**config.mk**
```make
export PLATFORM = sky130hd
export DESIGN_NAME = nonpreemptive_priority_scheduler_flat
export DESIGN_NICKNAME = d
export VERILOG_FILES = /design/src/hdl/nps_pkg.sv /design/src/hdl/nps_if.sv /design/src/hdl/nonpreemptive_priority_scheduler.sv /design/src/flat_wrapper.sv
export SDC_FILE = /design/constraint.sdc
export NUM_CORES = 1
export LEC_CHECK = 0
export BUFFER_PORTS_ARGS = -buffer_cell sky130_fd_sc_hd__buf_2
export CAP_MARGIN = 20
export CORE_ASPECT_RATIO = 0.5
export CORE_MARGIN = 5
export CORE_UTILIZATION = 40
export DETAILED_ROUTE_END_ITERATION = 8
export HOLD_SLACK_MARGIN = 0.02
export SLEW_MARGIN = 10
export SYNTH_ARGS = -nofsm -noshare
export SYNTH_HDL_FRONTEND = slang
export SYNTH_SLANG_ARGS = --single-unit
```
**constraint.sdc**
```tcl
create_clock -name clk_i -period 6.3 [get_ports clk_i]
set_input_delay 1.26 -clock clk_i [delete_from_list [all_inputs] [get_ports clk_i]]
set_output_delay 1.26 -clock clk_i [all_outputs]
set_load 0.01 [all_outputs]
```
**src/hdl/nps_pkg.sv**
```systemverilog
`timescale 1ns / 1ps
// Package for the non-preemptive priority scheduler.
// Field widths, the default table depth and the task table entry type.
// No dependencies.
package nps_pkg;

  localparam int unsigned MaxTasksDef = 16;

  localparam int unsigned IdW   = 8;
  localparam int unsigned ArrW  = 16;
  localparam int unsigned DurW  = 12;
  localparam int unsigned PrioW = 4;
  localparam int unsigned TimeW = 20;

  typedef struct packed {
    logic [IdW-1:0]   id;
    logic [ArrW-1:0]  arrival;
    logic [DurW-1:0]  duration;
    logic [PrioW-1:0] prio;
  } entry_t;

endpackage

```
**src/hdl/nps_if.sv**
```systemverilog
`timescale 1ns / 1ps
// Channel interfaces of the non-preemptive priority scheduler.
// Depends on nps_pkg for the field widths.
interface nps_in_if;
  logic                        valid;
  logic                        ready;
  logic [nps_pkg::IdW-1:0]     task_id;
  logic [nps_pkg::ArrW-1:0]    arrival_time;
  logic [nps_pkg::DurW-1:0]    duration;
  logic [nps_pkg::PrioW-1:0]   priority_req;
  logic                        last_task;

  modport source (output valid, task_id, arrival_time, duration, priority_req, last_task,
                  input ready);
  modport sink   (input valid, task_id, arrival_time, duration, priority_req, last_task,
                  output ready);
endinterface

interface nps_out_if;
  logic                        valid;
  logic                        ready;
  logic [nps_pkg::IdW-1:0]     sched_task_id;
  logic [nps_pkg::TimeW-1:0]   start_time;
  logic [nps_pkg::TimeW-1:0]   finish_time;
  logic [nps_pkg::TimeW-1:0]   wait_time;
  logic                        last_result;

  modport source (output valid, sched_task_id, start_time, finish_time, wait_time,
                  last_result, input ready);
  modport sink   (input valid, sched_task_id, start_time, finish_time, wait_time,
                  last_result, output ready);
endinterface

```
**src/hdl/nonpreemptive_priority_scheduler.sv**
```systemverilog
`timescale 1ns / 1ps
// Non-preemptive priority scheduler: task table, scan sequencer and result register.
// Depends on nps_pkg and the channel interfaces in nps_if.sv.
//
//   channel  | dir | beat                                         | accepted when
//   in_i     | in  | task_id, arrival_time, duration, priority_req, | valid && ready
//            |     | last_task                                     |
//   out_o    | out | sched_task_id, start_time, finish_time,       | valid && ready
//            |     | wait_time, last_result                        |
//
// After the beat marked last, each result costs one pass of the compare unit over the n
// loaded entries through the table's read port, and another pass when time must jump over
// an idle gap; output stalls can hold a result back further.
// Reset clears the control state and the result registers; the table contents are never cleared.
// No new load is taken until the last result of the set has been delivered.
module nonpreemptive_priority_scheduler #(
  parameter int unsigned MAX_TASKS = nps_pkg::MaxTasksDef
) (
  input  logic      clk_i,
  input  logic      rst_ni,
  nps_in_if.sink    in_i,
  nps_out_if.source out_o
);

  localparam int unsigned IdxW = $clog2(MAX_TASKS);
  localparam int unsigned CntW = $clog2(MAX_TASKS + 1);

  typedef enum logic [1:0] {
    S_LOAD,
    S_SCAN,
    S_DECIDE,
    S_EMIT
  } state_e;

  state_e                        state_q;
  logic [CntW-1:0]               cnt_q;
  logic [CntW-1:0]               emit_q;
  logic [CntW-1:0]               scan_q;
  logic                          issue_q;
  logic                          rvld_q;
  logic [IdxW-1:0]               ridx_q;
  logic [MAX_TASKS-1:0]          done_q;
  logic [nps_pkg::TimeW-1:0]     cur_q;

  logic                          found_q;
  logic [IdxW-1:0]               best_idx_q;
  logic [nps_pkg::IdW-1:0]       best_id_q;
  logic [nps_pkg::ArrW-1:0]      best_arr_q;
  logic [nps_pkg::DurW-1:0]      best_dur_q;
  logic [nps_pkg::PrioW-1:0]     best_prio_q;
  logic [nps_pkg::ArrW-1:0]      earliest_q;

  logic [nps_pkg::IdW-1:0]       out_id_q;
  logic [nps_pkg::TimeW-1:0]     out_start_q;
  logic [nps_pkg::TimeW-1:0]     out_finish_q;
  logic [nps_pkg::TimeW-1:0]     out_wait_q;
  logic                          out_last_q;

  nps_pkg::entry_t               mem [MAX_TASKS];
  nps_pkg::entry_t               rd_q;
  nps_pkg::entry_t               wr_entry;

  logic                          in_acc;
  logic                          wr_en;
  logic [CntW-1:0]               n_last;
  logic                          pending;
  logic                          is_ready;
  logic                          take;
  logic                          scan_end;
  logic [nps_pkg::TimeW-1:0]     finish;

  assign in_acc   = in_i.valid && in_i.ready;
  assign wr_en    = in_acc && (cnt_q < CntW'(MAX_TASKS));
  assign n_last   = cnt_q - CntW'(1);
  assign wr_entry = '{id: in_i.task_id, arrival: in_i.arrival_time,
                      duration: in_i.duration, prio: in_i.priority_req};

  // Shared compare unit, fed by one table entry per cycle.
  assign pending  = !done_q[ridx_q];
  assign is_ready = pending && ({{(nps_pkg::TimeW - nps_pkg::ArrW){1'b0}}, rd_q.arrival} <= cur_q);
  assign take     = is_ready && (!found_q || (rd_q.prio > best_prio_q));
  assign scan_end = rvld_q && (CntW'(ridx_q) == n_last);
  assign finish   = cur_q + nps_pkg::TimeW'(best_dur_q);

  assign in_i.ready          = (state_q == S_LOAD);
  assign out_o.valid         = (state_q == S_EMIT);
  assign out_o.sched_task_id = out_id_q;
  assign out_o.start_time    = out_start_q;
  assign out_o.finish_time   = out_finish_q;
  assign out_o.wait_time     = out_wait_q;
  assign out_o.last_result   = out_last_q;

  always_ff @(posedge clk_i) begin
    if (wr_en) begin
      mem[cnt_q[IdxW-1:0]] <= wr_entry;
    end
    rd_q <= mem[scan_q[IdxW-1:0]];
  end

  always_ff @(posedge clk_i or negedge rst_ni) begin
    if (!rst_ni) begin
      state_q      <= S_LOAD;
      cnt_q        <= '0;
      emit_q       <= '0;
      scan_q       <= '0;
      issue_q      <= 1'b0;
      rvld_q       <= 1'b0;
      ridx_q       <= '0;
      done_q       <= '0;
      cur_q        <= '0;
      found_q      <= 1'b0;
      best_idx_q   <= '0;
      best_id_q    <= '0;
      best_arr_q   <= '0;
      best_dur_q   <= '0;
      best_prio_q  <= '0;
      earliest_q   <= '1;
      out_id_q     <= '0;
      out_start_q  <= '0;
      out_finish_q <= '0;
      out_wait_q   <= '0;
      out_last_q   <= 1'b0;
    end else begin
      rvld_q <= (state_q == S_SCAN) && issue_q;
      ridx_q <= scan_q[IdxW-1:0];
      case (state_q)
        S_LOAD: begin
          if (in_acc) begin
            if (wr_en) begin
              cnt_q <= cnt_q + CntW'(1);
            end
            if (in_i.last_task) begin
              state_q    <= S_SCAN;
              cur_q      <= '0;
              emit_q     <= '0;
              scan_q     <= '0;
              issue_q    <= 1'b1;
              found_q    <= 1'b0;
              earliest_q <= '1;
            end
          end
        end
        S_SCAN: begin
          if (issue_q) begin
            scan_q <= scan_q + CntW'(1);
            if (scan_q == n_last) begin
              issue_q <= 1'b0;
            end
          end
          if (rvld_q) begin
            if (take) begin
              found_q     <= 1'b1;
              best_idx_q  <= ridx_q;
              best_id_q   <= rd_q.id;
              best_arr_q  <= rd_q.arrival;
              best_dur_q  <= rd_q.duration;
              best_prio_q <= rd_q.prio;
            end
            if (pending && (rd_q.arrival < earliest_q)) begin
              earliest_q <= rd_q.arrival;
            end
          end
          if (scan_end) begin
            state_q <= S_DECIDE;
          end
        end
        S_DECIDE: begin
          if (found_q) begin
            out_id_q           <= best_id_q;
            out_start_q        <= cur_q;
            out_finish_q       <= finish;
            out_wait_q         <= cur_q - nps_pkg::TimeW'(best_arr_q);
            out_last_q         <= (emit_q + CntW'(1) == cnt_q);
            done_q[best_idx_q] <= 1'b1;
            cur_q              <= finish;
            emit_q             <= emit_q + CntW'(1);
            state_q            <= S_EMIT;
          end else begin
            // Nothing has arrived yet: jump to the earliest pending arrival and rescan.
            cur_q      <= nps_pkg::TimeW'(earliest_q);
            state_q    <= S_SCAN;
            scan_q     <= '0;
            issue_q    <= 1'b1;
            earliest_q <= '1;
          end
        end
        S_EMIT: begin
          if (out_o.ready) begin
            if (out_last_q) begin
              state_q <= S_LOAD;
              done_q  <= '0;
              cnt_q   <= '0;
              emit_q  <= '0;
            end else begin
              state_q    <= S_SCAN;
              scan_q     <= '0;
              issue_q    <= 1'b1;
              found_q    <= 1'b0;
              earliest_q <= '1;
            end
          end
        end
        default: begin
          state_q <= S_LOAD;
        end
      endcase
    end
  end

  a_no_load_while_emit: assert property (@(posedge clk_i) disable iff (!rst_ni)
    !(in_i.ready && out_o.valid))
    else $error("load accepted while a result is pending");

  a_cnt_bound: assert property (@(posedge clk_i) disable iff (!rst_ni)
    cnt_q <= CntW'(MAX_TASKS))
    else $error("load count exceeds table depth");

  a_done_matches_emits: assert property (@(posedge clk_i) disable iff (!rst_ni)
    $countones(done_q) == int'(emit_q))
    else $error("done flags disagree with the number of scheduled tasks");

  a_emit_bound: assert property (@(posedge clk_i) disable iff (!rst_ni)
    out_o.valid |-> (emit_q <= cnt_q) && (out_o.finish_time >= out_o.start_time))
    else $error("result beyond the loaded set or finish before start");

  a_back_to_load: assert property (@(posedge clk_i) disable iff (!rst_ni)
    out_o.valid && out_o.ready && out_o.last_result |=> in_i.ready && (cnt_q == '0))
    else $error("set not closed after its last result");

endmodule

```
**src/flat_wrapper.sv**
```systemverilog
// flat-port wrapper written by rule: the top's interface ports become plain ports
module nonpreemptive_priority_scheduler_flat 
#(
  parameter int unsigned MAX_TASKS = nps_pkg::MaxTasksDef
)
  (clk_i, rst_ni, in_i_valid, in_i_task_id, in_i_arrival_time, in_i_duration, in_i_priority_req, in_i_last_task, in_i_ready, out_o_valid, out_o_sched_task_id, out_o_start_time, out_o_finish_time, out_o_wait_time, out_o_last_result, out_o_ready);
  nps_in_if in_i_i ();
  nps_out_if out_o_i ();
  input  logic clk_i;
  input  logic rst_ni;
  input wire logic [$bits(in_i_i.valid)-1:0] in_i_valid;
  input wire logic [$bits(in_i_i.task_id)-1:0] in_i_task_id;
  input wire logic [$bits(in_i_i.arrival_time)-1:0] in_i_arrival_time;
  input wire logic [$bits(in_i_i.duration)-1:0] in_i_duration;
  input wire logic [$bits(in_i_i.priority_req)-1:0] in_i_priority_req;
  input wire logic [$bits(in_i_i.last_task)-1:0] in_i_last_task;
  output wire logic [$bits(in_i_i.ready)-1:0] in_i_ready;
  output wire logic [$bits(out_o_i.valid)-1:0] out_o_valid;
  output wire logic [$bits(out_o_i.sched_task_id)-1:0] out_o_sched_task_id;
  output wire logic [$bits(out_o_i.start_time)-1:0] out_o_start_time;
  output wire logic [$bits(out_o_i.finish_time)-1:0] out_o_finish_time;
  output wire logic [$bits(out_o_i.wait_time)-1:0] out_o_wait_time;
  output wire logic [$bits(out_o_i.last_result)-1:0] out_o_last_result;
  input wire logic [$bits(out_o_i.ready)-1:0] out_o_ready;
  assign in_i_i.valid = in_i_valid;
  assign in_i_i.task_id = in_i_task_id;
  assign in_i_i.arrival_time = in_i_arrival_time;
  assign in_i_i.duration = in_i_duration;
  assign in_i_i.priority_req = in_i_priority_req;
  assign in_i_i.last_task = in_i_last_task;
  assign in_i_ready = in_i_i.ready;
  assign out_o_valid = out_o_i.valid;
  assign out_o_sched_task_id = out_o_i.sched_task_id;
  assign out_o_start_time = out_o_i.start_time;
  assign out_o_finish_time = out_o_i.finish_time;
  assign out_o_wait_time = out_o_i.wait_time;
  assign out_o_last_result = out_o_i.last_result;
  assign out_o_i.ready = out_o_ready;
  nonpreemptive_priority_scheduler #(.MAX_TASKS(MAX_TASKS)) u_core (.clk_i(clk_i), .rst_ni(rst_ni), .in_i(in_i_i), .out_o(out_o_i));
endmodule
```
==> impl_metrics.ini <==
[sta]
hold_viol_final = 0
slew_headroom = 0.277
finClkSkew_ns = 0.0146
max_freq_mhz = 311
rsz0062_at_grt = false
tightest_slew_ns = 1.08
setup_tns_ns = 0
worst_slack_ns = 3.09
min_period_ns = 3.21
fin_crit_sh = 0.510
setup_viol = 0
drv_slew = 0

[synth]
synth-main-ff-cell = edfxtp_1
ys_seq_area_frac = 0.712
synth_seq_cells = 869
synth_mux_area_frac = 0.149
syn_inst = 1940
synth_area_leader_cell = edfxtp_1
syn_avg_cell_area_um2 = 17.9
synthAdderAreaFrac = 0.0260
yosysWarnings = 0
post_synth_xor_area_fraction = 0.0123
yosys.area_share.simple = 0.0382
synth_area_leaders = edfxtp_1, mux4_2, dfrtp_1, ha_1, dfxtp_1
ys_types = 70
synth_compound_area_frac = 0.0450
syn_nets = 2056
synth_top_family_by_area = multiplexers
synth-edff-count = 640
netlist_area_um2 = 34800
synth-async-reset-ratio = 0.217
synth_top_cell_area_share = 0.552

[power]
finalPower_mw = 17.9
power_density_nw_per_um2 = 453
vdd_drop_max_mv = 0.222
p_leak_nw = 14.2

[global_routing]
grt_pass1_wl_mm = 116
grt-ovfl-total = 0
antenna_found_initial = 11
grt_pass1_vias = 18200
track_usage = 0.167
grt_max_degree = 92

[clocking]
cts-root-buf = clkbuf_16
numCtsBuffers = 80
clock_latency_ns = 0.65
ctsHtreeMaxLevel = 3
cts_hold_buf = 0
cts_setup_buffers = 0
clk_pin_slew_worst_paths_ns = 0.06
cts_buffer_depth = 3
cts.sinks = 869
cts-resized-gates = 0
cts_tree = yes

[finish]
final_common_cell = edfxtp_1
layout_common_cells = edfxtp_1, mux4_2, dfrtp_1
area_growth_pct = 13.6
final_cell_count_no_fill = 3323
nNetsFinal = 2200
drive_gt1_frac = 0.252

[place]
place_congestion = 0.815
post-place-ws_ns = 2.39
numPortBuffers = 115
dp.cells = 3172
hpwl_mm = 47.3

[routing]
routedWlPerCell_um = 23.2
wl_mm = 77.0
vias = 17800
wl_met1_mm = 35.2
met2_length_mm = 35.2
viasPerCell = 5.34
ant_nets = 0
wl_met3_mm = 5.09
highest_layer = met5
first_iter_violations = 1442
drc_errors = 0
first_pass_iters = 5

[floorplan]
rows = 76
die_x_um = 427
start_util = 0.404
io_pins = 116
dieArea_um2 = 93300
die_y_um = 219
core_area_um2 = 86200

[worst_hold_path]
hold_class = flip-flop to flip-flop

[critical_path]
required_ns = 6.65
end_kind = flip-flop
crit_fanout = 29
critPathKind = primary input to flip-flop
cp.arrival_ns = 3.56
start_kind = primary input

[run_status]
outcome = completed

[flow_run]
cap_viol_max_count = 0
==> stage by stage <==
stage / hold WS (ns) / util / area (µm²)
after global routing: 0.469 / 0.459 / 39500
after floorplan: 0.352 / - / 34800
after global placement: 0.426 / 0.428 / 36900
after CTS: 0.446 / 0.459 / 39500
after detailed placement: 0.432 / 0.428 / 36900
final: 0.443 / 0.459 / 39500
==> area by class of cell <==
type | instances | area, µm²
flip-flops and latches | 869 | 24800
clock inverters | 46 | 457
repair buffers | 151 | 892
multi-input cells | 915 | 9500
clock buffers | 102 | 2190
well taps | 1170 | 1460
fillers | 7400 | 46600
diodes | 3 | 7.51
inverters | 67 | 251
==> registers in the layout, summed over array words and instances, names as in the netlist, 5 cells and up <==
signal,cells
u_core.scan_q,5
u_core.cur_q,20
u_core.cnt_q,5
u_core.out_o.sched_task_id,8
u_core.out_o.finish_time,20
u_core.best_id_q,8
u_core.emit_q,5
u_core.out_o.wait_time,20
u_core.rd_q,40
u_core.earliest_q,16
u_core.mem,640
u_core.out_o.start_time,20
u_core.best_dur_q,12
u_core.done_q,16
u_core.best_arr_q,16
==> synthesized netlist by cell type (13+ instances only) <==
library cell / number
edfxtp_1: 640
dfstp_2: 16
mux2_1: 30
ha_1: 69
nor2_1: 50
dfrtp_1: 173
mux4_2: 205
o22a_1: 16
inv_1: 66
dfxtp_1: 40
nand2_1: 155
nor3_1: 18
o21ai_0: 83
mux2_2: 18
clkbuf_1: 68
a21oi_1: 49
a21o_1: 17
buf_1: 13
nand3_1: 17
xnor2_1: 24
xor2_1: 25
==> final timing paths <==
path | cells after the start | slack (ns) | endpoint | startpoint
setup / recovery | 6 | 3.09 | u_core.mem[15][13] | in_i_valid
hold / removal | 1 | 0.44 | u_core.best_id_q[1] | u_core.rd_q[33]
setup reg to reg | 7 | 3.15 | u_core.best_arr_q[5] | u_core.cur_q[17]
hold reg to reg | 1 | 0.44 | u_core.best_id_q[1] | u_core.rd_q[33]
max in group asynchronous | 2 | 4.36 | u_core.out_o.wait_time[1] | rst_ni
min in group asynchronous | 1 | 0.61 | u_core.out_o.sched_task_id[2] | rst_ni
==> kinds of logic after synthesis <==
kind of cell,Yosys count
flip-flops,869
adder cells (fa/ha/maj),71
XOR/XNOR,49
AO/OA/AOI/OAI,242
buffers and inverters,156
AND/OR/NAND/NOR,298
multiplexers,255
==> layer usage <==
layer,vias up,GRT usage
li1,7916,-
met1,9294,0.239
met2,421,0.256
met3,114,0.0466
met4,6,0.0388
met5,-,0
==> worst max-delay path, stage by stage <==
cell and delay, ns:
buf_2 0.12, nor4b_1 0.28, buf_4 0.21, nand3_1 0.33, nor2_4 0.97, buf_4 0.38
==> power by group <==
part           switching (mW)  internal, mW
combinational            2.80          2.50
sequential              0.735          6.97
clock                    2.13          2.77
total                    5.67          12.2
Note: power is estimated with default switching activity, not from simulation.
